<file path="config.mk">
export PLATFORM = sky130hd
export DESIGN_NAME = bms_ram
export DESIGN_NICKNAME = d
export VERILOG_FILES = /design/src/rtl/core/bms_ram.sv
export SDC_FILE = /design/constraint.sdc
export NUM_CORES = 1
export LEC_CHECK = 0
export BUFFER_PORTS_ARGS = -buffer_cell sky130_fd_sc_hd__buf_2
export CAP_MARGIN = 10
export CORE_MARGIN = 2
export CORE_UTILIZATION = 60
export CTS_CLUSTER_SIZE = 20
export DETAILED_ROUTE_END_ITERATION = 10
export PLACE_DENSITY = 0.9
export SYNTH_ARGS = -nofsm -noshare
export SYNTH_HDL_FRONTEND = slang
export SYNTH_SLANG_ARGS = --single-unit
</file>
<file path="constraint.sdc">
create_clock -name clk -period 4.4 [get_ports clk]
set_input_delay 0.44 -clock clk [delete_from_list [all_inputs] [get_ports clk]]
set_output_delay 0.44 -clock clk [all_outputs]
set_load 0.005 [all_outputs]
</file>
<file path="src/rtl/core/bms_ram.sv">
`default_nettype none

module bms_ram #(
  parameter int W  = 32,
  parameter int D  = 16,
  parameter int AW = (D > 1) ? $clog2(D) : 1
) (
  input  wire logic          clk,
  input  wire logic          we,
  input  wire logic [AW-1:0] waddr,
  input  wire logic [W-1:0]  wdata,
  input  wire logic [AW-1:0] raddr,
  output logic      [W-1:0]  rdata
);

  logic [W-1:0] mem [D];

  // Write port and registered read port
  always_ff @(posedge clk) begin
    if (we) begin
      mem[waddr] <= wdata;
    end
    rdata <= mem[raddr];
  end

endmodule

`default_nettype wire

</file>
==> flow_results.xml, run 1 <==
<?xml version="1.0" encoding="UTF-8"?>
<metrics>
  <group name="min_path">
    <metric name="min-delay-path-class" unit="">in -&gt; reg</metric>
    <metric name="min_from" unit="">wdata[14]</metric>
  </group>
  <group name="power">
    <metric name="power.total" unit="mW">10.5</metric>
    <metric name="comb_power_share" unit="%">4.7</metric>
    <metric name="power.share.clock" unit="%">39.6</metric>
    <metric name="power.net_switching" unit="mW">2.17</metric>
    <metric name="p_int" unit="mW">8.32</metric>
    <metric name="pwr-share-seq" unit="%">55.7</metric>
    <metric name="peakVddDrop" unit="V">0.000321</metric>
    <metric name="leakagePower" unit="nW">7.23</metric>
    <metric name="swShare" unit="%">20.7</metric>
    <metric name="powerDensity" unit="mW/mm^2">467</metric>
  </group>
  <group name="sta">
    <metric name="finalWorstPathRequiredPeriod" unit="ns">2.13</metric>
    <metric name="min_period_over_period" unit="%">48.5</metric>
    <metric name="rsz_0062_raised_after_global_routing" unit="">no</metric>
    <metric name="maximum_clock_frequency" unit="MHz">469</metric>
    <metric name="timing.final.ws_setup" unit="ns">2.27</metric>
    <metric name="final_max_slew_viol_count" unit="">0</metric>
    <metric name="worst_slew_pin_slew" unit="ns">1.09</metric>
    <metric name="setup_viol" unit="">0</metric>
    <metric name="relSlewSlack" unit="%">27.0</metric>
    <metric name="post_route_setup_tns" unit="ns">0</metric>
    <metric name="number_of_endpoints_with_negative_hold_slack_in_the_final_report" unit="">0</metric>
    <metric name="finalClockSkew" unit="ns">0.0108</metric>
  </group>
  <group name="worst_setup_path">
    <metric name="regToRegStartpoint" unit="">mem[10][11]$_DFFE_PP_</metric>
    <metric name="startpoint_type" unit="">input pin</metric>
    <metric name="r2r.worst_path.cells" unit="">3</metric>
    <metric name="timing.reg2reg.setup_slack" unit="ns">2.95</metric>
    <metric name="worst_setup_path_startpoint" unit="">raddr[0]</metric>
    <metric name="largest_fanout_of_any_net_on_the_critical_path" unit="">68</metric>
    <metric name="worstSetupPathType" unit="">in -&gt; reg</metric>
    <metric name="worstSetupEndpoint" unit="">rdata[12]$_DFF_P_</metric>
    <metric name="crit_required" unit="ns">4.82</metric>
    <metric name="cp-end-kind" unit="">register</metric>
    <metric name="timing.critical_path.slowest_cell_delay" unit="ns">0.63</metric>
    <metric name="critical_path_at" unit="ns">2.56</metric>
    <metric name="cpMaxStageDelayCell" unit="">sky130_fd_sc_hd__clkbuf_8</metric>
    <metric name="crit-reg2reg-capture" unit="">rdata[11]$_DFF_P_</metric>
    <metric name="worstPathCellList" unit="">clkbuf_8, buf_4, mux4_2, a22oi_1, nand2_1</metric>
  </group>
  <group name="route">
    <metric name="first_pass_detailed_route_iteration_total" unit="">5</metric>
    <metric name="viasPerCell" unit="">6.59</metric>
    <metric name="vias" unit="">9442</metric>
    <metric name="drt_iter0_markers" unit="">1089</metric>
    <metric name="postRouteAntennaNets" unit="">0</metric>
    <metric name="finalWirelength" unit="um">44700</metric>
    <metric name="drt-wirelength-per-cell" unit="um">31.2</metric>
    <metric name="drc" unit="">0</metric>
  </group>
  <group name="final_layout">
    <metric name="finish.net_count" unit="">988</metric>
    <metric name="fin_util" unit="%">69.1</metric>
    <metric name="post_route_cells_drive_above_1_share" unit="%">31.7</metric>
    <metric name="layout-area-overhead-vs-synth" unit="%">13.2</metric>
    <metric name="finish.cell_count_without_fillers" unit="">1433</metric>
  </group>
  <group name="outcome">
    <metric name="status" unit="">completed</metric>
  </group>
  <group name="yosys">
    <metric name="commonest_cells_in_the_synthesized_netlist" unit="">sky130_fd_sc_hd__edfxtp_1 (512), sky130_fd_sc_hd__mux4_2 (128), sky130_fd_sc_hd__a22oi_1 (64), sky130_fd_sc_hd__nand2_1 (33), sky130_fd_sc_hd__dfxtp_1 (32)</metric>
    <metric name="syn-num-nets" unit="">880</metric>
    <metric name="syn_area_per_cell" unit="sq um">23.7</metric>
    <metric name="synth.cell_area" unit="sq mm">0.0199</metric>
    <metric name="yosys_warnings" unit="">0</metric>
    <metric name="synth.yosys.seq_area_share" unit="%">80.7</metric>
    <metric name="synthMostInstantiatedCell" unit="">sky130_fd_sc_hd__edfxtp_1</metric>
    <metric name="yosysTopAreaCell" unit="">sky130_fd_sc_hd__edfxtp_1</metric>
    <metric name="synth-async-reset-ratio" unit="%">0</metric>
    <metric name="post_synth_num_cell_types" unit="">18</metric>
    <metric name="syn_inst" unit="">838</metric>
    <metric name="top_area_cell_type_share_of_the_netlist_area" unit="%">77.4</metric>
    <metric name="synthFlopType" unit="">sky130_fd_sc_hd__edfxtp_1</metric>
    <metric name="yosys-top-cells-area" unit="">sky130_fd_sc_hd__edfxtp_1 (77%), sky130_fd_sc_hd__mux4_2 (15%), sky130_fd_sc_hd__dfxtp_1 (3.2%)</metric>
    <metric name="count_of_flip_flops_with_a_built_in_enable_after_synthesis" unit="">512</metric>
    <metric name="postSynthRegisterBits" unit="">544</metric>
  </group>
  <group name="clocking">
    <metric name="worst_skew_pair.late_latency" unit="ns">0.56</metric>
    <metric name="clock_tree.buffer_depth" unit="">3</metric>
    <metric name="htree_levels" unit="">2</metric>
    <metric name="clk_transition_reported_paths" unit="ns">0.06</metric>
    <metric name="cts_resized" unit="">0</metric>
    <metric name="tritoncts_clock_tree" unit="">yes</metric>
    <metric name="cts-buffers-inserted" unit="">52</metric>
    <metric name="post_cts.repair.setup_buffers" unit="">0</metric>
    <metric name="cts.hold.buffers_added" unit="">0</metric>
    <metric name="ctsRootBufferMaster" unit="">sky130_fd_sc_hd__clkbuf_16</metric>
    <metric name="numClockSinks" unit="">544</metric>
  </group>
  <group name="place">
    <metric name="numPortBuffers" unit="">73</metric>
    <metric name="detailedPlace.worstSlack" unit="ns">1.67</metric>
    <metric name="detailed_place_hpwl" unit="um">22400</metric>
    <metric name="globalplace.congestion" unit="">0.757</metric>
    <metric name="placedCellCount" unit="">1334</metric>
  </group>
  <group name="global_route">
    <metric name="pin_count_of_the_biggest_net_entering_global_routing" unit="">69</metric>
    <metric name="grt_pass1_vias" unit="">9894</metric>
    <metric name="grt-ovfl-total" unit="">0</metric>
    <metric name="grtUsageTotal" unit="%">26.8</metric>
    <metric name="initial_antenna_violation_count" unit="">4</metric>
    <metric name="grt_first_pass_wirelength" unit="um">64700</metric>
  </group>
  <group name="floorplanning">
    <metric name="start_util" unit="%">61.0</metric>
    <metric name="floorplan.die.width" unit="um">186</metric>
    <metric name="number_of_cell_rows" unit="">66</metric>
    <metric name="core" unit="sq mm">0.0325</metric>
    <metric name="die_height" unit="um">186</metric>
    <metric name="ioPinCount" unit="">74</metric>
    <metric name="dieArea" unit="sq mm">0.0346</metric>
  </group>
  <group name="flow_run">
    <metric name="max_cap_viol" unit="">0</metric>
  </group>
</metrics>
==> sequential cells by signal, indices dropped and copies added, names as in the netlist <==
signal and cells:
mem 512, rdata 32
==> cell families (layout without fill, tap and decap cells) <==
kind of cell	after synthesis	after routing	synth area share, %
buffers and inverters	43	193	1.12
flip-flops	544	544	80.7
AND/OR/NAND/NOR	59	59	1.27
other	0	3	0
multiplexers	128	128	14.5
AO/OA/AOI/OAI	64	64	2.42
==> cell type report <==
| cell class | count | area [sq um] |
|---|---|---|
| sequential | 544 | 16000 |
| fill | 1895 | 10100 |
| multi-input combinational | 251 | 3750 |
| clock buffer | 61 | 1370 |
| timing repair buffer | 97 | 569 |
| tap | 442 | 553 |
| clock inverter | 35 | 208 |
| antenna | 3 | 7.51 |
==> worst min-delay path by stage <==
stage	cells past startpoint	endpoint
after floorplan	0	mem[0][0]$_DFFE_PP_
after global placement	3	rdata[17]$_DFF_P_
after detailed placement	3	rdata[4]$_DFF_P_
after CTS	1	mem[10][30]$_DFFE_PP_
after global routing	1	mem[10][26]$_DFFE_PP_
final	1	mem[15][14]$_DFFE_PP_
==> metrics by stage <==
step / cell area (sq um) / hold slack (ns)
finish: 22500 / 0.253
global route: 22500 / 0.249
global placement: 20900 / 0.644
floorplan: 19900 / 0.539
CTS: 22500 / 0.230
detailed placement: 20900 / 0.656
==> worst max-delay path, delay by kind of cell <==
family          cells  cell delay, ns
simple gates        1            0.12
mux                 1            0.58
compound gates      1            0.23
buf+inv             2            1.13
==> power by group through the flow <==
| stage | Combinational (mW) | Sequential [mW] | Clock [mW] |
|---|---|---|---|
| final | 0.496 | 5.84 | 4.15 |
| after global routing | 0.530 | 5.85 | 4.36 |
| after CTS | 0.497 | 5.84 | 4.19 |
| after detailed placement | 0.486 | 5.95 | 0 |
| after global placement | 0.464 | 5.93 | 0 |
| after floorplan | 0.278 | 5.93 | 0 |
==> placed cells by master, fill, tap and decap left out, drive strengths merged <==
cell,instances
nand3b,2
edfxtp,512
buf,96
nor2,13
dfxtp,32
nor3,4
nand2,33
or3b,1
diode,3
and2,1
clkinvlp,1
nand2b,2
a22oi,64
bufinv,2
clkinv,32
clkbuf,62
nor2b,2
nand3,1
mux4,128
==> per-layer routing <==
metal | global-route usage (%) | up-vias | routed length [um]
met2 | 46.6 | 566 | 23900
met3 | 4.85 | 117 | 3560
met5 | 0 | - | 24
li1 | - | 3791 | -
met4 | 12.7 | 4 | 1780
met1 | 33.0 | 4964 | 15400
(Power assumes the default switching activity.)
==> inputs of run 2 (changes only) <==
clock period = 2.2 ns   (was 4.4 ns; I/O delays follow)
==> run 2 against run 1 <==
Final cell count up 0.35%. Non-clock buffer count up 8. Sequential power grew 100%. Power is 100% higher. Critical path depth decreased by 2. First-iteration DRC count grew 40%. Highest routed layer unchanged. Final area rose by 1.7%. Utilization up 1.2 points. Critical endpoint is now rdata[0]$_DFF_P_. Die area stayed put. Via count increased by 2.0%.
==> flow_results.xml, run 2 (same netlist as run 1, synthesis figures left out) <==
<?xml version="1.0" encoding="UTF-8"?>
<metrics>
  <group name="outcome">
    <metric name="status" unit="">completed</metric>
  </group>
  <group name="sta">
    <metric name="min_period_over_period" unit="%">67.0</metric>
    <metric name="worst_slew_pin_slew" unit="ns">0.471</metric>
    <metric name="final_max_slew_viol_count" unit="">0</metric>
    <metric name="number_of_endpoints_with_negative_hold_slack_in_the_final_report" unit="">0</metric>
    <metric name="maximum_clock_frequency" unit="MHz">679</metric>
    <metric name="rsz_0062_raised_after_global_routing" unit="">no</metric>
    <metric name="finalClockSkew" unit="ns">0.0182</metric>
    <metric name="setup_viol" unit="">0</metric>
    <metric name="finalWorstPathRequiredPeriod" unit="ns">1.47</metric>
    <metric name="timing.final.ws_setup" unit="ns">0.727</metric>
    <metric name="relSlewSlack" unit="%">68.5</metric>
  </group>
  <group name="final_layout">
    <metric name="largest_reg_flops" unit="">512</metric>
    <metric name="layout_top_registers" unit="">mem (512), rdata (32)</metric>
    <metric name="finish.instance_area" unit="sq mm">0.0229</metric>
    <metric name="filler_cell_count" unit="">1864</metric>
    <metric name="fin_util" unit="%">70.2</metric>
    <metric name="finish.net_count" unit="">994</metric>
    <metric name="max_flop_register" unit="">mem</metric>
    <metric name="layout.cells.most_common_list" unit="">sky130_fd_sc_hd__edfxtp_1 (512), sky130_fd_sc_hd__mux4_2 (128), sky130_fd_sc_hd__buf_2 (71)</metric>
    <metric name="final_common_cell" unit="">sky130_fd_sc_hd__edfxtp_1</metric>
    <metric name="post_route_cells_drive_above_1_share" unit="%">32.6</metric>
    <metric name="layout-area-overhead-vs-synth" unit="%">15.1</metric>
  </group>
  <group name="worst_setup_path">
    <metric name="critical_path_at" unit="ns">1.93</metric>
    <metric name="cp_top_family" unit="">multiplexers</metric>
    <metric name="timing.critical_path.slowest_cell_delay" unit="ns">0.55</metric>
    <metric name="worstSetupPathType" unit="">reg -&gt; reg</metric>
    <metric name="worst_setup_path_startpoint" unit="">mem[3][0]$_DFFE_PP_</metric>
    <metric name="crit-reg2reg-capture" unit="">rdata[0]$_DFF_P_</metric>
    <metric name="largest_fanout_of_any_net_on_the_critical_path" unit="">1</metric>
    <metric name="timing.reg2reg.setup_slack" unit="ns">0.73</metric>
    <metric name="worstPathCellList" unit="">mux4_2, a22oi_1, nand2_1</metric>
    <metric name="cp-end-kind" unit="">register</metric>
    <metric name="cpMaxStageDelayCell" unit="">sky130_fd_sc_hd__mux4_2</metric>
    <metric name="r2r.worst_path.cells" unit="">3</metric>
    <metric name="startpoint_type" unit="">register</metric>
    <metric name="crit_required" unit="ns">2.65</metric>
    <metric name="timing.critical_path.buf_inv" unit="">0</metric>
    <metric name="regToRegStartpoint" unit="">mem[3][0]$_DFFE_PP_</metric>
  </group>
  <group name="floorplanning">
    <metric name="number_of_cell_rows" unit="">66</metric>
    <metric name="die_height" unit="um">186</metric>
    <metric name="core" unit="sq mm">0.0325</metric>
    <metric name="ioPinCount" unit="">74</metric>
    <metric name="start_util" unit="%">61.0</metric>
    <metric name="dieArea" unit="sq mm">0.0346</metric>
    <metric name="floorplan.die.width" unit="um">186</metric>
  </group>
  <group name="min_path">
    <metric name="min_to" unit="">mem[14][11]$_DFFE_PP_</metric>
    <metric name="hold_depth" unit="">1</metric>
    <metric name="min_from" unit="">wdata[11]</metric>
    <metric name="min-delay-path-class" unit="">in -&gt; reg</metric>
  </group>
  <group name="global_route">
    <metric name="grt_pass1_vias" unit="">10100</metric>
    <metric name="grt-ovfl-total" unit="">0</metric>
    <metric name="pin_count_of_the_biggest_net_entering_global_routing" unit="">72</metric>
    <metric name="initial_antenna_violation_count" unit="">5</metric>
    <metric name="grtUsageTotal" unit="%">28.0</metric>
    <metric name="grt_first_pass_wirelength" unit="um">67300</metric>
  </group>
  <group name="route">
    <metric name="drt-wirelength-per-cell" unit="um">32.2</metric>
    <metric name="vias" unit="">9631</metric>
    <metric name="postRouteAntennaNets" unit="">0</metric>
    <metric name="finalWirelength" unit="um">46300</metric>
    <metric name="drt_iter0_markers" unit="">1526</metric>
    <metric name="drc" unit="">0</metric>
    <metric name="first_pass_detailed_route_iteration_total" unit="">5</metric>
    <metric name="viasPerCell" unit="">6.70</metric>
  </group>
  <group name="place">
    <metric name="detailed_place.area" unit="sq mm">0.0213</metric>
    <metric name="globalplace.congestion" unit="">0.713</metric>
    <metric name="detailedPlace.worstSlack" unit="ns">0.382</metric>
    <metric name="numPortBuffers" unit="">73</metric>
    <metric name="detailed_place_hpwl" unit="um">21700</metric>
  </group>
  <group name="clocking">
    <metric name="numClockSinks" unit="">544</metric>
    <metric name="ctsRootBufferMaster" unit="">sky130_fd_sc_hd__clkbuf_16</metric>
    <metric name="htree_levels" unit="">2</metric>
    <metric name="tritoncts_clock_tree" unit="">yes</metric>
    <metric name="post_cts.repair.setup_buffers" unit="">0</metric>
    <metric name="cts.hold.buffers_added" unit="">0</metric>
    <metric name="cts_resized" unit="">0</metric>
    <metric name="clock_tree.buffer_depth" unit="">3</metric>
    <metric name="clk_transition_reported_paths" unit="ns">0.07</metric>
    <metric name="cts-buffers-inserted" unit="">50</metric>
    <metric name="worst_skew_pair.late_latency" unit="ns">0.56</metric>
  </group>
  <group name="power">
    <metric name="powerDensity" unit="mW/mm^2">928</metric>
    <metric name="peakVddDrop" unit="V">0.000646</metric>
    <metric name="leakagePower" unit="nW">7.36</metric>
  </group>
  <group name="flow_run">
    <metric name="max_cap_viol" unit="">0</metric>
  </group>
</metrics>
run 2: changes by cell type in the layout (fill, tap and decap cells not counted), sizes merged:
cell / previous run / this run
clkinv: 32 / 12
diode: 3 / 2
bufinv: 2 / 1
buf: 96 / 104
clkbuf: 62 / 81
run 2: area by class of cell:
| type | instances | area, sq um | share of cell area, % |
|---|---|---|---|
| diodes | 2 | 5.00 | 0.0219 |
| clock inverters | 14 | 92.6 | 0.405 |
| well taps | 442 | 553 | 2.42 |
| multi-input cells | 251 | 3770 | 16.5 |
| repair buffers | 105 | 917 | 4.01 |
| flip-flops and latches | 544 | 16000 | 70.1 |
| clock buffers | 80 | 1500 | 6.55 |
run 2: stage by stage:
stage	instances	hold slack [ns]	total power [mW]	TNS, ns
after floorplan	838	0.319	12.4	-34.10
after global routing	1438	0.0268	21.7	0
after global placement	1342	0.580	12.9	0
after CTS	1436	0.0115	21.3	0
final	1438	0.0270	21.2	0
after detailed placement	1342	0.596	12.9	0
run 2: metal layers:
metal	wire [um]	track usage, %
met3	4950	6.28
met2	23400	46.2
met5	34	0
met4	1650	10.9
met1	16200	37.1
run 2: report_power, final:
group	switching (mW)	leakage, nW	internal (mW)	total (mW)
sequential	0.0968	4.89	11.6	11.7
combinational	0.612	1.69	0.450	1.06
clock	3.69	0.779	4.78	8.47
run 2: how the worst max path moves through the flow:
stage / to / slack, ns / depth (start not counted)
floorplan: mem[1][0]$_DFFE_PP_ / -0.35 / 2
global placement: rdata[7]$_DFF_P_ / 0.45 / 5
detailed placement: rdata[31]$_DFF_P_ / 0.38 / 5
CTS: rdata[0]$_DFF_P_ / 0.74 / 3
global route: rdata[13]$_DFF_P_ / 0.73 / 3
finish: rdata[0]$_DFF_P_ / 0.73 / 3
