--- config.mk ---
export PLATFORM = sky130hd
export DESIGN_NAME = bms_div
export DESIGN_NICKNAME = d
export VERILOG_FILES = /design/src/rtl/core/bms_pkg.sv /design/src/rtl/core/bms_div.sv
export SDC_FILE = /design/constraint.sdc
export NUM_CORES = 1
export LEC_CHECK = 0
export BUFFER_PORTS_ARGS = -buffer_cell sky130_fd_sc_hd__clkbuf_2
export CORE_ASPECT_RATIO = 0.7
export CORE_MARGIN = 8
export CORE_UTILIZATION = 50
export CTS_BUF_LIST = sky130_fd_sc_hd__clkbuf_2
export DETAILED_ROUTE_END_ITERATION = 6
export PLACE_DENSITY = 0.73
export REMOVE_ABC_BUFFERS = 1
export SLEW_MARGIN = 20
export SYNTH_ARGS = -nofsm -noshare
export SYNTH_HDL_FRONTEND = slang
export SYNTH_SLANG_ARGS = --single-unit
--- constraint.sdc ---
create_clock -name clk -period 4.8 [get_ports clk]
set_clock_uncertainty 0.1 [all_clocks]
set_input_delay 0.24 -clock clk [delete_from_list [all_inputs] [get_ports clk]]
set_output_delay 0.24 -clock clk [all_outputs]
set_load 0.005 [all_outputs]
--- src/rtl/core/bms_pkg.sv ---
`default_nettype none

package bms_pkg;

  // Default sizes of the note memory
  localparam int DEF_TRACKS = 16;
  localparam int DEF_NOTES  = 256;

  // Configuration port
  localparam int CFG_AW = 3;
  localparam int CFG_DW = 32;

  // Arithmetic constants
  localparam int          TOTAL_W     = 24;
  localparam int          TONE_CLOCK  = 1000000;
  localparam logic [15:0] BASE_PERIOD = 16'd499;
  localparam logic [15:0] FULL_SCALE  = 16'hFFFF;
  localparam logic [6:0]  PCT_FULL    = 7'd100;
  localparam logic [6:0]  TRACK_CAP   = 7'd16;

  // Shared divider widths
  localparam int DIV_NW = 31;
  localparam int DIV_DW = 24;

  typedef enum logic [1:0] {
    OP_LOAD = 2'd0,
    OP_PLAY = 2'd1,
    OP_STOP = 2'd2,
    OP_TICK = 2'd3
  } op_t;

  typedef enum logic {
    REG_TRACK_COUNT = 1'b0,
    REG_BACKLIGHT   = 1'b1
  } reg_idx_t;

  typedef enum logic [3:0] {
    S_IDLE,
    S_EXEC,
    S_WALK,
    S_NOTE,
    S_TDIV,
    S_CONS,
    S_PCT,
    S_PDIV,
    S_OUT
  } state_t;

endpackage

`default_nettype wire

--- src/rtl/core/bms_div.sv ---
`default_nettype none

module bms_div (
  input  wire logic                      clk,
  input  wire logic                      rst,
  input  wire logic                      start,
  input  wire logic [bms_pkg::DIV_NW-1:0] num,
  input  wire logic [bms_pkg::DIV_DW-1:0] den,
  output logic                           done,
  output logic      [bms_pkg::DIV_NW-1:0] quo
);
  import bms_pkg::*;

  localparam int CW = $clog2(DIV_NW);

  logic              run;
  logic [CW-1:0]     cnt;
  logic [DIV_DW:0]   rem;
  logic [DIV_NW-1:0] qs;
  logic [DIV_DW-1:0] den_q;
  logic [DIV_DW:0]   sh;
  logic              ge;

  // Shift in one dividend bit, subtract when the divisor fits
  assign sh  = {rem[DIV_DW-1:0], qs[DIV_NW-1]};
  assign ge  = sh >= {1'b0, den_q};
  assign quo = qs;

  // Control: one quotient bit per cycle
  always_ff @(posedge clk) begin
    if (rst) begin
      run  <= 1'b0;
      done <= 1'b0;
      cnt  <= '0;
    end else begin
      done <= 1'b0;
      if (start) begin
        run <= 1'b1;
        cnt <= CW'(DIV_NW - 1);
      end else if (run) begin
        cnt <= cnt - 1'b1;
        if (cnt == '0) begin
          run  <= 1'b0;
          done <= 1'b1;
        end
      end
    end
  end

  // Datapath: remainder and dividend/quotient shift register
  always_ff @(posedge clk) begin
    if (start) begin
      rem   <= '0;
      qs    <= num;
      den_q <= den;
    end else if (run) begin
      rem <= ge ? (sh - {1'b0, den_q}) : sh;
      qs  <= {qs[DIV_NW-2:0], ge};
    end
  end

endmodule

`default_nettype wire

==> impl_metrics.csv, run 1 <==
group,metric,value,unit
outcome,status,"finished, final reports clean",
critical_path,worst-path-max-fanout,4,
routing,firstDrtPassIters,7,
final_layout,area.sequential,0.00227,mm^2
place,globalplace.congestion,0.964,
pwr,total_power,1860,uW
critical_path,cp-start-kind,"flop",
pwr,power_leakage,0.00257,uW
flow_run,drv_cap,0,
pwr,internal-power,1270,uW
routing,via_per_inst,5.58,
pwr,p_seq_share,48.8,%
final_layout,fillers,807,
clock_tree,htree_levels,3,
logic_synthesis,synthArstFlopShare,0,%
logic_synthesis,ys_seq_elements,86,
clock_tree,cts_max_path_buffers,2,
logic_synthesis,ys.flop_type,"edfxtp_1",
critical_path,criticalPathCategory,"flop to flop",
clock_tree,clk_latency,570,ps
logic_synthesis,ys_warn_count,0,
logic_synthesis,syn-mean-instance-area,10.6,um^2
floorplan,io_pins,90,
pwr,vdd_drop_max,0.190,mV
routing,drt-total-wl,13000,um
floorplan,die_x,134,um
timing,finalCriticalPeriod,3210,ps
timing,worstMarginPinSlew,771,ps
critical_path,end_kind,"flop",
final_layout,multi_input_comb_area,0.00236,mm^2
clock_tree,cts_hold_buf,56,
critical_path,arrival,3620,ps
routing,wl_per_cell,17.6,um
timing,rsz0062_at_grt,"false",
min_path,hp-class,"primary input to flop",
final_layout,syn_to_final_growth,24.7,%
pwr,p_comb_share,27.9,%
final_layout,nets,688,
global_routing,grt_pass1_wl,21000,um
timing,fin_crit_sh,66.8,%
timing,report.final.slew_viol_count,0,
floorplan,initial_utilization,51.0,%
global_routing,grtUsageTotal,19.8,%
timing,slew_headroom,48.1,%
clock_tree,cts_buffers,9,
clock_tree,clkSlewWorstSetupHoldPaths,260,ps
timing,setup_viol,0,
place,hpwl,8780,um
logic_synthesis,synth_seq_area_share,46.4,%
routing,ant_nets,0,
final_layout,drive_gt1_share,26.5,%
routing,route.detailed.drc,0,
logic_synthesis,syn_area,0.00490,mm^2
pwr,power_frac_clock,23.3,%
floorplan,dieArea,0.0133,mm^2
global_routing,grt_max_degree,56,
critical_path,cp.required,5210,ps
pwr,switchingPower,586,uW
global_routing,overflow,0,
global_routing,antenna_found_initial,2,
clock_tree,cts-root-buf,"clkbuf_2",
timing,worst_slack,1590,ps
clock_tree,cts_tree,"done",
floorplan,rows,30,
clock_tree,cts_setup_buffers,0,
pwr,swShare,31.5,%
logic_synthesis,synthDistinctLibCells,76,
timing,setup_tns,0,ps
place,port_buffers,89,
routing,via_count,4118,
pwr,p_per_area,305,mW/mm^2
floorplan,core,0.00961,mm^2
clock_tree,cts.sinks,86,
logic_synthesis,synth-edff-count,55,
floorplan,die_h,98.8,um
logic_synthesis,synthCells,462,
clock_tree,post_cts_resized,0,
timing,hold_viol,0,
timing,fmax,0.312,GHz
place,post-place-ws,1780,ps
global_routing,grt_pass1_vias,4169,
routing,drt_iter0_drc,302,
## per-layer routing
| metal | track usage [%] | vias to the layer above | wire length, um |
|---|---|---|---|
| met5 | 0 | - | 0 |
| met4 | 6.28 | 0 | 172 |
| met3 | 6.00 | 16 | 995 |
| met2 | 30.8 | 160 | 5870 |
| met1 | 25.7 | 1951 | 5990 |
| li1 | - | 1991 | - |
## power groups by stage
stage	clock network [uW]	registers (uW)	logic (uW)
after global routing	466	916	568
after CTS	448	906	509
after global placement	0	918	463
after floorplan	0	919	310
final	434	908	519
after detailed placement	0	920	470
## state kept, by name, indices dropped and copies added (netlist names)
name and count:
cnt 5, den_q 24, done 1, quo 31
rem 24, run 1
## per-stage QoR
step                      hold slack (ps)  instance area (um^2)  instances  util, %
final                                 111                  6100        738     63.5
after global routing                  107                  6100        738     63.5
after CTS                            72.3                  6100        736     63.5
after detailed placement              319                  5400        664     56.2
after global placement                318                  5400        664     56.2
after floorplan                       209                  4770        444        -
## cells in the final DEF, fill, tap and decap left out, types with 3 or more instances in the layout
master / instances
a211o_1: 4
a211oi_1: 3
a21o_1: 7
a21oi_1: 32
a311oi_1: 12
a31oi_1: 3
buf_4: 4
clkbuf_2: 99
dfxtp_1: 31
dlygate4sd3_1: 56
edfxtp_1: 55
ha_1: 26
inv_1: 36
mux2_2: 31
nand2_1: 33
nand2b_1: 6
nand3_1: 8
nand4_1: 6
nor2_1: 38
nor3_1: 9
o211ai_1: 5
o21a_1: 7
o21ai_0: 17
o21ai_1: 3
o31ai_1: 4
xnor2_1: 12
xor2_1: 5
## worst max-delay path: stages (launching register included)
cell,delay [ps]
edfxtp_1,430
inv_1,50
ha_1,220
fa_1,420
or2b_1,260
a211oi_1,430
o31ai_1,290
a21oi_1,330
o21ai_0,160
a211o_1,330
a41oi_2,150
## cell type report
cell class	instances	share of cell area (%)
Antenna cell	2	0.0820
Inverter	37	2.28
Timing Repair Buffer	148	16.9
Multi-Input combinational cell	321	38.6
Tap cell	128	2.62
Clock buffer	11	0.902
Clock inverter	5	1.35
Sequential cell	86	37.2
## cell usage after synthesis (all sizes together) (2+ instances only)
cell     number  share of area [%]
edfxtp       55                 34
nor2         39                3.1
inv          37                2.8
nand2        34                2.8
a21oi        33                3.4
dfxtp        31                 13
mux2         31                7.1
ha           26                6.6
o21ai        21                2.2
a311oi       12                2.1
clkbuf       12                1.6
xnor2        12                2.1
nor3         10                1.1
nand3         8               0.82
a21o          7                1.1
o21a          7                1.1
buf           6               0.97
nand2b        6               0.77
nand4         6               0.77
o211ai        6                1.2
a211o         5               0.92
o31ai         5               0.87
xor2          5               0.89
a211oi        4               0.72
a31oi         4               0.64
a2111oi       2               0.49
a21boi        2               0.54
and2          2               0.28
and4b         2               0.43
nor2b         2               0.26
nor4          2               0.26
o21bai        2               0.31
o2bb2ai       2               0.36
or2b          2               0.33
or3           2               0.26
## logic make-up (layout without fill, tap and decap cells)
logic type	after synthesis	in the layout	share of synthesized area [%]
simple gates	124	124	12.8
compound gates	121	121	18.0
flops	86	86	46.4
buf+inv	55	201	5.42
mux	32	32	7.33
fa+ha+maj	27	27	7.05
xor+xnor	17	17	3.04
other cells	0	2	0
## worst paths after layout
kind / start / end / slack [ps] / depth (start not counted)
min reg2reg: rem[3]$_SDFFE_PP0P_ / rem[4]$_SDFFE_PP0P_ / 390 / 2
max: quo[30]$_DFFE_PP_ / rem[18]$_SDFFE_PP0P_ / 1590 / 10
max reg2reg: quo[30]$_DFFE_PP_ / rem[18]$_SDFFE_PP0P_ / 1590 / 10
min: start / den_q[15]$_DFFE_PP_ / 110 / 1
No activity file was read; power rests on OpenSTA's default activity.
==> inputs of run 2 (changes only) <==
- PLACE_DENSITY: 0.73 -> 0.76
- clock period: 4.8 -> 2.8 ns (I/O delays scaled with it)
==> impl_metrics.csv, run 2 (synthesized netlist as in run 1, its figures left out) <==
group,metric,value,unit
critical_path,arrival,3220,ps
floorplan,rows,30,
timing,rsz0062_at_grt,"true",
critical_path,r2r_slack,40,ps
global_routing,grtUsageTotal,20.6,%
routing,via_count,4397,
timing,report.final.slew_viol_count,0,
pwr,p_per_area,494,mW/mm^2
flow_run,drv_cap,0,
final_layout,mostFrequentLayoutCells,"clkbuf_2, dlygate4sd3_1, edfxtp_1",
floorplan,dieArea,0.0133,mm^2
routing,drt-total-wl,14300,um
pwr,total_power,3290,uW
floorplan,die_h,98.8,um
routing,route.detailed.drc,0,
timing,setup_tns,0,ps
timing,setup_viol,0,
place,hpwl,9200,um
pwr,power_frac_clock,19.1,%
critical_path,worst-r2r-cell-count,11,
clock_tree,cts_tree,"done",
routing,routed.top_layer,"met4",
global_routing,grt_pass1_vias,4465,
clock_tree,clkSlewWorstSetupHoldPaths,290,ps
critical_path,cp.required,3260,ps
critical_path,end_kind,"flop",
timing,finalCriticalPeriod,2760,ps
routing,ant_nets,0,
timing,worstMarginPinSlew,530,ps
pwr,p_comb_share,33.4,%
clock_tree,cts.sinks,86,
clock_tree,cts_max_path_buffers,2,
routing,wl_per_cell,18.3,um
final_layout,final_common_cell,"clkbuf_2",
timing,fmax,0.362,GHz
min_path,hp-class,"primary input to flop",
place,globalplace.congestion,0.954,
global_routing,antenna_found_initial,1,
place,post-place-ws,-68.4,ps
min_path,min_path_cells,2,
clock_tree,htree_levels,3,
routing,wl_met3,1450,um
final_layout,drive_gt1_share,36.5,%
place,port_buffers,89,
final_layout,nets,735,
final_layout,fillers,694,
critical_path,worst-path-max-fanout,2,
pwr,internal-power,2150,uW
critical_path,criticalPathCategory,"flop to flop",
place,placed_area,0.00568,mm^2
clock_tree,cts_buffers,9,
place,dp.cells,700,
timing,worst_slack,39.1,ps
timing,slew_headroom,64.5,%
pwr,swShare,34.8,%
pwr,power_leakage,0.00277,uW
floorplan,die_x,134,um
final_layout,instances_no_fill,784,
final_layout,design_area,0.00665,mm^2
pwr,switchingPower,1140,uW
routing,wl_met2,6450,um
timing,hold_viol,0,
routing,firstDrtPassIters,6,
global_routing,overflow,0,
clock_tree,cts-root-buf,"clkbuf_2",
routing,drt_iter0_drc,316,
timing,fin_crit_sh,98.6,%
global_routing,grt_pass1_wl,22100,um
pwr,vdd_drop_max,0.333,mV
floorplan,initial_utilization,51.0,%
floorplan,io_pins,90,
clock_tree,clk_latency,620,ps
pwr,p_seq_share,47.5,%
global_routing,grt_max_degree,48,
routing,m1WireLength,6250,um
critical_path,cp-start-kind,"flop",
floorplan,core,0.00961,mm^2
final_layout,largest_reg_flops,31,
routing,via_per_inst,5.61,
outcome,status,"finished, final reports clean",
final_layout,syn_to_final_growth,35.9,%
-- run 2: layout make-up --
| type | instances | area [um^2] | area share [%] |
|---|---|---|---|
| clock buffers | 9 | 45.0 | 0.677 |
| diodes | 1 | 2.50 | 0.0376 |
| inverters | 37 | 139 | 2.09 |
| clock inverters | 7 | 56.3 | 0.846 |
| flip-flops and latches | 86 | 2270 | 34.2 |
| multi-input cells | 322 | 2560 | 38.5 |
| repair buffers | 194 | 1420 | 21.3 |
| well taps | 128 | 160 | 2.41 |
-- run 2: timing repair --
item | CTS | global route
gates resized for setup | 4 | 40
gates cloned | 1 | 0
pin swaps | 1 | 24
endpoints found under the setup margin | 11 | 25
hold buffers | 58 | 0
endpoints found under the hold margin | 78 | 0
buffers inserted | 1 | 7
-- run 2: path summary, 6_finish.rpt --
path | startpoint | endpoint
worst max register to register | den_q[0]$_DFFE_PP_ | rem[16]$_SDFFE_PP0P_
worst min register to register | rem[10]$_SDFFE_PP0P_ | rem[10]$_SDFFE_PP0P_
worst min-delay path | den[21] | den_q[21]$_DFFE_PP_
worst max-delay path | den_q[0]$_DFFE_PP_ | rem[16]$_SDFFE_PP0P_
-- run 2: power by group through the flow --
stage	Clock, uW	Combinational, uW	Sequential [uW]
final	627	1100	1560
after global routing	674	1190	1570
after CTS	626	982	1550
after detailed placement	0	899	1570
after global placement	0	875	1570
after floorplan	0	532	1570
-- run 2: worst max-delay path, cell delays in order (launching register included) --
cell	delay [ps]
edfxtp_1	450
ha_2	200
fa_2	360
or2b_1	270
a211oi_2	300
buf_4	160
or4_4	120
a31o_1	150
a21oi_2	60
xnor2_1	180
nand2_1	90
a311oi_1	240
-- run 2: routing by layer --
metal	GRT usage [%]	vias to the layer above
met2	31.1	189
met5	0	-
met1	26.2	2099
met3	8.69	23
li1	-	2086
met4	6.19	0
-- run 2: metrics by stage --
step	utilization [%]	hold WS, ps
global route	69.2	81.1
CTS	66.6	94.9
global placement	59.1	219
floorplan	-	109
finish	69.2	107
detailed placement	59.1	219
==> inputs of run 3 (changes only) <==
- ABC_AREA: not set -> 1
- PLACE_DENSITY: 0.76 -> 0.75
==> impl_metrics.csv, run 3 <==
group,metric,value,unit
clock_tree,cts_setup_buffers,0,
logic_synthesis,yosys.area_share.simple,36.8,%
timing,setup_tns,0,ps
logic_synthesis,synth.area.top_cells,"edfxtp_1, nand2_1, dfxtp_1, inv_1, ha_1",
logic_synthesis,synth_compound_gate_area_share,2.11,%
pwr,power_leakage,0.00364,uW
logic_synthesis,yosysMostFrequentCell,"nand2_1",
critical_path,criticalPathCategory,"flop to flop",
outcome,status,"finished, final reports clean",
clock_tree,cts_buffers,9,
clock_tree,cts_tree,"done",
clock_tree,htree_levels,3,
final_layout,fillers,1006,
logic_synthesis,synth_seq_area_share,41.7,%
critical_path,max_stage_delay,380,ps
logic_synthesis,synth_common_cells,"nand2_1, inv_1, edfxtp_1, nand3_1, nor2_1",
routing,via_per_inst,4.92,
critical_path,worst-path-buf-inv,1,
critical_path,crit_top_cell,"nand2_1",
logic_synthesis,muxShareOfSynthArea,0,%
global_routing,grtUsageTotal,21.3,%
clock_tree,clk_latency,550,ps
logic_synthesis,synthArstFlopShare,0,%
logic_synthesis,synthAdderAreaFrac,6.33,%
floorplan,core,0.0108,mm^2
floorplan,io_pins,90,
timing,setup_viol,0,
logic_synthesis,syn_area,0.00545,mm^2
timing,worstMarginPinSlew,532,ps
logic_synthesis,ys_warn_count,0,
critical_path,cp_num_cells,12,
min_path,hp-class,"primary input to flop",
timing,finalCriticalPeriod,2460,ps
timing,rsz0062_at_grt,"false",
final_layout,largest_reg_flops,31,
logic_synthesis,synth_xor_area_share,1.45,%
final_layout,final_common_cell,"nand2_1",
logic_synthesis,synthCells,781,
routing,wl_met3,912,um
flow_run,drv_cap,0,
routing,ant_nets,0,
critical_path,cp-start-kind,"flop",
logic_synthesis,synthDistinctLibCells,30,
pwr,vdd_drop_max,0.318,mV
clock_tree,cts.sinks,86,
floorplan,die_x,141,um
routing,wl_per_cell,13.6,um
logic_synthesis,synth_largest_area_cell,"edfxtp_1",
floorplan,rows,32,
clock_tree,cts-root-buf,"clkbuf_2",
clock_tree,clkSlewWorstSetupHoldPaths,250,ps
place,dp.cells,997,
global_routing,grt_pass1_vias,5020,
final_layout,drive_gt1_share,13.4,%
timing,fin_crit_sh,87.8,%
logic_synthesis,synth_top_family_by_area,"simple AND/OR/NAND/NOR gates",
final_layout,mostFrequentLayoutCells,"nand2_1, inv_1, clkbuf_2",
critical_path,path_cells,"inv_1 -> ha_1 -> nand2_1 -> nand2_1 -> nand2_1 -> nand2_1 -> nand2_1 -> nand3_1 -> nand2_2 -> nand3_4 -> nand2_1 -> nand2_1",
global_routing,grt_max_degree,43,
timing,slew_headroom,64.5,%
routing,m1WireLength,7270,um
routing,via_count,5270,
floorplan,die_h,103,um
timing,report.final.slew_viol_count,0,
routing,drt-total-wl,14500,um
floorplan,initial_utilization,50.5,%
critical_path,worst-r2r-cell-count,12,
logic_synthesis,synth_top_area_share,30.3,%
floorplan,dieArea,0.0146,mm^2
place,hpwl,10500,um
global_routing,grt_pass1_wl,24700,um
logic_synthesis,syn-mean-instance-area,6.98,um^2
routing,routed.top_layer,"met4",
timing,hold_viol,0,
logic_synthesis,synth-edff-count,55,
final_layout,insertedDiodeCount,0,
critical_path,worst-path-max-fanout,25,
timing,worst_slack,341,ps
final_layout,nets,1015,
routing,route.detailed.drc,0,
global_routing,antenna_found_initial,0,
timing,fmax,0.407,GHz
global_routing,overflow,0,
place,post-place-ws,355,ps
critical_path,cp_top_family,"simple AND/OR/NAND/NOR gates",
routing,drt_iter0_drc,485,
critical_path,cp.required,3060,ps
place,globalplace.congestion,0.941,
clock_tree,cts_max_path_buffers,2,
logic_synthesis,ys.flop_type,"edfxtp_1",
routing,firstDrtPassIters,5,
final_layout,instances_no_fill,1071,
critical_path,arrival,2720,ps
place,port_buffers,89,
min_path,min_path_cells,2,
routing,wl_met2,6160,um
critical_path,end_kind,"flop",
pwr,p_per_area,377,mW/mm^2
logic_synthesis,ys_seq_elements,86,
final_layout,syn_to_final_growth,23.3,%
critical_path,crit_path_top_delay_cell,"edfxtp_1",
-- run 3: cell types whose count changed after synthesis, moves of 7 or more --
cell and change:
nand2_1 +311, inv_1 +102, nand3_1 +40, mux2_2 -31, nand4_1 +25, a21oi_1 -21
o21ai_0 -17, a311oi_1 -12, a21o_1 -7
-- run 3: path summary, 6_finish.rpt --
path,slack [ps],startpoint,endpoint
worst max register to register,340,den_q[2]$_DFFE_PP_,quo[0]$_DFFE_PP_
worst min register to register,390,rem[22]$_SDFFE_PP0P_,rem[22]$_SDFFE_PP0P_
worst min-delay path,190,den[7],den_q[7]$_DFFE_PP_
worst max-delay path,340,den_q[2]$_DFFE_PP_,quo[0]$_DFFE_PP_
-- run 3: stage by stage --
stage	cell area (um^2)	power [uW]	util, %	hold slack [ps]
after floorplan	5360	1750	-	109
after global placement	6050	1920	56.0	217
after detailed placement	6050	1930	56.0	219
after CTS	6720	2560	62.2	130
after global routing	6720	2680	62.2	107
final	6720	2540	62.2	185
-- run 3: layout make-up --
class                      count  area (um^2)  area share, %
clock buffer                   9         45.0          0.670
clock inverter                 7         46.3          0.689
inverter                     144          541           8.04
multi-input combinational    532         2550           37.9
sequential                    86         2270           33.8
tap                          136          170           2.53
timing repair buffer         157         1100           16.4
-- run 3: worst reg2reg max path, stage by stage (launching register included) --
cell	delay, ps
edfxtp_1	380
inv_1	40
ha_1	360
nand2_1	90
nand2_1	90
nand2_1	110
nand2_1	70
nand2_1	50
nand3_1	130
nand2_2	290
nand3_4	350
nand2_1	150
nand2_1	60
-- run 3: timing repair --
item | 4_1_cts | 5_1_grt
hold endpoints to repair | 68 | 0
gates resized for setup | 0 | 0
hold buffers | 58 | 0
-- run 3: cells by family after synthesis --
logic type,after synthesis
buffers and inverters,163
flip-flops,86
AND/OR/NAND/NOR,478
adder cells (fa/ha/maj),27
XOR/XNOR,9
AO/OA/AOI/OAI,18
-- run 3: layer usage --
metal / global-route usage (%) / up-vias
met1: 30.4 / 2375
li1: - / 2726
met2: 32.9 / 153
met4: 5.10 / 0
met5: 0 / -
met3: 3.85 / 16
-- run 3: power breakdown --
part,switching (uW),internal (uW)
clock,444,118
sequential,40.8,1450
combinational,272,211
total,757,1780
